[src/design/vector_distance_engine_core_defines.svh]
// assertion macros for the vector distance engine
// used by the datapath module, relies on clk and rst_n in scope
`ifndef VECTOR_DISTANCE_ENGINE_CORE_DEFINES_SVH
`define VECTOR_DISTANCE_ENGINE_CORE_DEFINES_SVH

// same-cycle implication
`define VDE_ASSERT_NOW(lbl, ante, cons, msg) \
  lbl: assert property (@(posedge clk) disable iff (!rst_n) (ante) |-> (cons)) \
    else $error(msg);

// next-cycle implication
`define VDE_ASSERT_NEXT(lbl, ante, cons, msg) \
  lbl: assert property (@(posedge clk) disable iff (!rst_n) (ante) |=> (cons)) \
    else $error(msg);

`endif

[src/design/vde_pkg.sv]
// shared types and constants of the vector distance engine
// no dependencies
package vde_pkg;

  localparam int VAL_W = 32;

  localparam logic [1:0] METRIC_EUCLID    = 2'd0;
  localparam logic [1:0] METRIC_MANHATTAN = 2'd1;
  localparam logic [1:0] METRIC_COSINE    = 2'd2;
  localparam logic [1:0] METRIC_RESERVED  = 2'd3;

  localparam logic [31:0] ONE_Q16 = 32'h0001_0000;

  typedef struct packed {
    logic       accept_ok;
    logic       sq_load_sum;
    logic       sq_load_quot;
    logic       sq_step;
    logic       mul_issue;
    logic [2:0] mul_step;
    logic       div_init;
    logic       div_step;
    logic       load_out;
  } vde_cmd_t;

  typedef struct packed {
    logic       last_pending;
    logic [1:0] fin_metric;
    logic       zero_norm;
    logic       d_ge_p;
    logic       out_free;
  } vde_sts_t;

endpackage

[src/design/vde_ctrl.sv]
// controller of the vector distance engine: sequences the finish of a vector
// depends on vde_pkg
module vde_ctrl import vde_pkg::*; (
  input  logic     clk,
  input  logic     rst_n,
  input  vde_sts_t sts,
  output vde_cmd_t cmd
);

  typedef enum logic [7:0] {
    ST_IDLE     = 8'b0000_0001,
    ST_FIN      = 8'b0000_0010,
    ST_SQRT     = 8'b0000_0100,
    ST_MUL      = 8'b0000_1000,
    ST_MUL_WAIT = 8'b0001_0000,
    ST_CHK      = 8'b0010_0000,
    ST_DIV      = 8'b0100_0000,
    ST_OUT      = 8'b1000_0000
  } state_t;

  state_t     state_r, state_nxt;
  logic [4:0] cnt_r, cnt_nxt;

  always_comb begin
    state_nxt = state_r;
    cnt_nxt   = cnt_r;
    cmd       = '0;
    unique case (state_r)
      ST_IDLE: begin
        cmd.accept_ok = !sts.last_pending;
        if (sts.last_pending) state_nxt = ST_FIN;
      end
      ST_FIN: begin
        cnt_nxt = '0;
        case (sts.fin_metric)
          METRIC_MANHATTAN: state_nxt = ST_OUT;
          METRIC_COSINE:    state_nxt = sts.zero_norm ? ST_OUT : ST_MUL;
          default: begin
            cmd.sq_load_sum = 1'b1;
            state_nxt       = ST_SQRT;
          end
        endcase
      end
      ST_SQRT: begin
        cmd.sq_step = 1'b1;
        cnt_nxt     = cnt_r + 5'd1;
        if (cnt_r == 5'd31) state_nxt = ST_OUT;
      end
      ST_MUL: begin
        cmd.mul_issue = 1'b1;
        cmd.mul_step  = cnt_r[2:0];
        cnt_nxt       = cnt_r + 5'd1;
        if (cnt_r[2:0] == 3'd7) state_nxt = ST_MUL_WAIT;
      end
      ST_MUL_WAIT: state_nxt = ST_CHK;
      ST_CHK: begin
        cnt_nxt = '0;
        if (sts.d_ge_p) begin
          state_nxt = ST_OUT;
        end else begin
          cmd.div_init = 1'b1;
          state_nxt    = ST_DIV;
        end
      end
      ST_DIV: begin
        cmd.div_step = 1'b1;
        cnt_nxt      = cnt_r + 5'd1;
        if (cnt_r == 5'd31) begin
          cmd.sq_load_quot = 1'b1;
          state_nxt        = ST_SQRT;
        end
      end
      ST_OUT: begin
        if (sts.out_free) begin
          cmd.load_out = 1'b1;
          state_nxt    = ST_IDLE;
        end
      end
      default: state_nxt = ST_IDLE;
    endcase
  end

  always_ff @(posedge clk) begin
    if (!rst_n) begin
      state_r <= ST_IDLE;
      cnt_r   <= '0;
    end else begin
      state_r <= state_nxt;
      cnt_r   <= cnt_nxt;
    end
  end

endmodule

[config.mk]
export PLATFORM = sky130hd
export DESIGN_NAME = vde_ctrl
export DESIGN_NICKNAME = d
export VERILOG_FILES = /design/src/design/vector_distance_engine_core_defines.svh /design/src/design/vde_pkg.sv /design/src/design/vde_ctrl.sv
export SDC_FILE = /design/constraint.sdc
export NUM_CORES = 1
export LEC_CHECK = 0
export ABC_AREA = 1
export CAP_MARGIN = 15
export CORE_UTILIZATION = 60
export CTS_CLUSTER_DIAMETER = 50
export DETAILED_ROUTE_END_ITERATION = 10
export DONT_BUFFER_PORTS = 1
export HOLD_SLACK_MARGIN = 0.1
export PLACE_DENSITY = 0.79
export SLEW_MARGIN = 10
export SYNTH_ARGS = -nofsm -noshare
export SYNTH_HDL_FRONTEND = slang
export SYNTH_SLANG_ARGS = --single-unit
export TNS_END_PERCENT = 20
[constraint.sdc]
create_clock -name clk -period 1.9 [get_ports clk]
set_input_delay 0.095 -clock clk [delete_from_list [all_inputs] [get_ports clk]]
set_output_delay 0.095 -clock clk [all_outputs]
set_load 0.05 [all_outputs]
After elaboration in Yosys (flattened, before gate mapping)
Cells that the tools add are included.
{"block": "totals", "register_bits": 13, "in_bits": 8, "elab_cells": 48}
{"block": "op_classes", "add_sub_neg": 1, "eq_ne": 17, "mux": 22, "n_reduce_logical": 6}
{"op": "one-hot mux 8 bit (8 select lines)", "count": 1}
{"op": "2-to-1 mux 8 bit", "count": 7}
{"op": "one-hot mux 8 bit (2 select lines)", "count": 1}
{"op": "2-to-1 mux 1 bit", "count": 11}
{"op": "inequality test 2 bit (second input constant)", "count": 5}
{"op": "one-hot mux 5 bit (2 select lines)", "count": 1}
{"op": "== test 8 x 1 -> 1 bit (second input constant)", "count": 1}
{"op": "== test 8 x 2 -> 1 bit (second input constant)", "count": 1}
{"op": "== test 8 x 3 -> 1 bit (second input constant)", "count": 1}
{"op": "== test 8 x 4 -> 1 bit (second input constant)", "count": 1}
{"op": "== test 8 x 5 -> 1 bit (second input constant)", "count": 1}
{"op": "== test 8 x 6 -> 1 bit (second input constant)", "count": 1}
{"op": "== test 8 x 7 -> 1 bit (second input constant)", "count": 1}
{"op": "== test 8 bit (second input constant)", "count": 1}
{"op": "adder 5 x 1 -> 5 bit (second input constant)", "count": 1}
{"op": "== test 5 bit (second input constant)", "count": 1}
{"op": "AND reduction 5 bit", "count": 1}
{"op": "2-to-1 mux 4 bit", "count": 1}
{"op": "OR reduction 2 bit", "count": 2}
{"op": "== test 3 bit (second input constant)", "count": 1}
{"op": "OR reduction 3 bit", "count": 1}
{"op": "== test 2 x 1 -> 1 bit (second input constant)", "count": 1}
{"op": "== test 2 bit (second input constant)", "count": 1}
{"op": "nonzero test 2 bit", "count": 1}
{"op": "logical NOT 1 bit", "count": 1}

Longest topological paths before layout
{"block": "depth", "ltp_word": 4, "depth_mapped": 12, "mapped_depth_nobuf": 12}

Worst setup path before layout
No wires, ideal clock.
{"block": "synth_path", "path_kind": "reg-to-output", "startpoint": "register state_r[2]", "endpoint": "output cmd[8] (netlist name)", "t_arrival_ps": 1643, "required_time_ps": 1805, "setup_slack_ps": 162, "path_stages_with_launch": 6, "cell_sequence": "dfxtp_1 > nor2_2 > nand2_1 > nor2_4 > inv_1 > nor2_1"}
{"item": "start, declared", "line_no": "vde_ctrl.sv:21", "rtl": "state_t state_r, state_nxt;"}
{"item": "start signal, assigned", "line_no": "vde_ctrl.sv:88", "rtl": "state_r <= state_nxt;"}
{"item": "end, declared", "line_no": "vde_ctrl.sv:7", "rtl": "output vde_cmd_t cmd"}

==> run_results.csv <==
group,metric,value,unit
critical_path,required,1800,ps
floorplanning,dieHeight,41.5,um
synth,seq_area_frac_synth,0.277,
grt,grtUsageTotal,0.265,
synth,yosysWarnings,0,
placed_design,gp_congestion,0.893,
route,drtPass1Iterations,4,
critical_path,path_class,"reg -> out",
route,drc,0,
route,viasPerCell,5.29,
route,wl_per_cell,12.0,um
grt,grt_start_max_net_pins,8,
status,status,"completed",
floorplanning,io_pins,19,
sta,rsz0062_at_grt,"no",
pwr,p_per_area,583,mW/mm^2
synth,syn_inst,143,
critical_path,crit_fanout,3,
floorplanning,die_width,41.5,um
route,drt_iter0_markers,45,
pwr,power_leakage,0.000555,uW
route,vias,921,
clock_network,cts_hold_buf,3,
finish,fill_cells,100,
synth,ys_types,18,
finish,final_cell_mix,"inv_1, nand2_1, nor2_1, dfxtp_1, nand3_1",
sta,worst_slack,226,ps
synth,synth.cell_area,938,sq um
clock_network,clk-insertion-delay-late,280,ps
finish,num-nets-final,173,
finish,n_antenna_cell,0,
synth,synth_top_area_frac,0.277,
placed_design,dp_hpwl,1650,um
sta,slew_violations,0,
grt,grt-busiest-layer,"met2",
critical_path,r2r-start,"cnt_r[1]",
placed_design,place_area,0.00102,sq mm
critical_path,cp.arrival,1580,ps
synth,yosys-top-cells-area,"dfxtp_1, inv_1, nand2_1",
clock_network,htree_levels,1,
clock_network,post_cts_buffers,0,
clock_network,root_buffer,"clkbuf_4",
floorplanning,dieArea,0.00173,sq mm
synth,syn_avg_cell_area,6.56,sq um
clock_network,clk_pin_slew,80,ps
clock_network,cts_sinks,13,
placed_design,port_buffers,0,
sta,tightest_slew,418,ps
sta,fmax,0.597,GHz
sta,fin_tns_setup,0,ps
sta,fin_crit,1670,ps
route,routed_wirelength,2080,um
sta,hold_viol,0,
sta,setup_violations,0,
min_path,min_path_type,"in -> reg",
grt,grt_pass1_vias,866,
synth,syn_nets,156,
grt,grt-ovfl-total,0,
finish,multi_input_area,558,sq um
clock_network,cts_resized,0,
min_path,min_from,"sts[5]",
critical_path,critPathCaptureType,"output pin",
grt,met2_usage,0.466,
clock_network,cts_max_path_buffers,2,
route,ant_nets,0,
floorplanning,core,0.00138,sq mm
finish,fin_area,0.00108,sq mm
synth,yosys.area.top_type,"dfxtp_1",
synth,synth_seq_cells,13,
finish,mostFrequentLayoutCell,"inv_1",
critical_path,startpoint_type,"register",
sta,slew_headroom,0.721,
grt,grt_pass1_wl,3460,um
clock_network,cts_made_buffers,3,
grt,met1_usage,0.299,
sta,clock_skew,1.97,ps
critical_path,critical_path.startpoint,"state_r[2]",
floorplanning,rows,13,
finish,seq_area,260,sq um
floorplanning,start_util,0.679,
sta,period_share,0.881,
clock_network,cts_tree,"done",
placed_design,dp_slack,321,ps
finish,drive_gt1_frac,0.233,
grt,met3_usage,0.0391,
finish,area_growth,15.2,%
grt,antenna_found_initial,0,
job,cap_viol_max_count,0,
pwr,peakVddDrop,0.463,mV
[per-stage QoR]
stage | hold slack [ps] | total power, uW | cells | utilization
finish | 132 | 630 | 174 | 0.782
global route | 149 | 667 | 174 | 0.782
CTS | 129 | 630 | 174 | 0.782
detailed placement | 188 | 453 | 167 | 0.741
global placement | 196 | 445 | 167 | 0.741
floorplan | 179 | 428 | 143 | -
[routing by layer]
layer / wire length (um) / part of all wire
met3: 109 / 0.052
met1: 818 / 0.39
met5: 0 / 0
met4: 65 / 0.031
met2: 1090 / 0.52
[state kept, by name, indices dropped and copies added, names as in the netlist]
name and flops:
state_r 8, cnt_r 5
[critical path: stages, from the launching register on]
cell	delay (ps)
dfxtp_1	350
nor2_2	130
nand2_1	120
nor2_1	290
inv_1	110
nor2_1	100
buf_4	200
[cell families after synthesis]
family          synth area share
simple gates               0.465
buf+inv                    0.128
flops                      0.277
compound gates            0.0533
fa+ha+maj                 0.0667
xor+xnor                 0.00934
[final cells by class]
| class | instances | area share |
|---|---|---|
| multi-input combinational | 98 | 0.516 |
| clock buffer | 4 | 0.0243 |
| inverter | 32 | 0.111 |
| sequential | 13 | 0.241 |
| timing repair buffer | 12 | 0.0903 |
| tap | 15 | 0.0174 |
[synth_stat cells]
master	count
inv_1	30
nand2_1	24
nor2_1	19
dfxtp_1	13
nand3_1	12
a21oi_1	8
nor2_2	8
nand2_2	6
ha_1	5
nor2_4	5
nand2_4	3
inv_2	2
nand3b_1	2
o21ai_0	2
nand3_2	1
nand4_1	1
nor4_1	1
xnor2_1	1
[final timing paths]
path | endpoint | slack [ps] | depth (start not counted)
setup / recovery | cmd[2] | 230 | 6
hold / removal | state_r[0] | 130 | 3
setup reg to reg | state_r[2] | 280 | 11
hold reg to reg | cnt_r[4] | 480 | 2
[power breakdown]
group / internal (uW) / leakage [uW] / switching [uW]
clock network: 81.7 / 0.0000150 / 90.5
registers: 282 / 0.000105 / 9.90
logic: 50.0 / 0.000435 / 116
total: 414 / 0.000555 / 216
No activity file was read; power rests on OpenSTA's default activity.
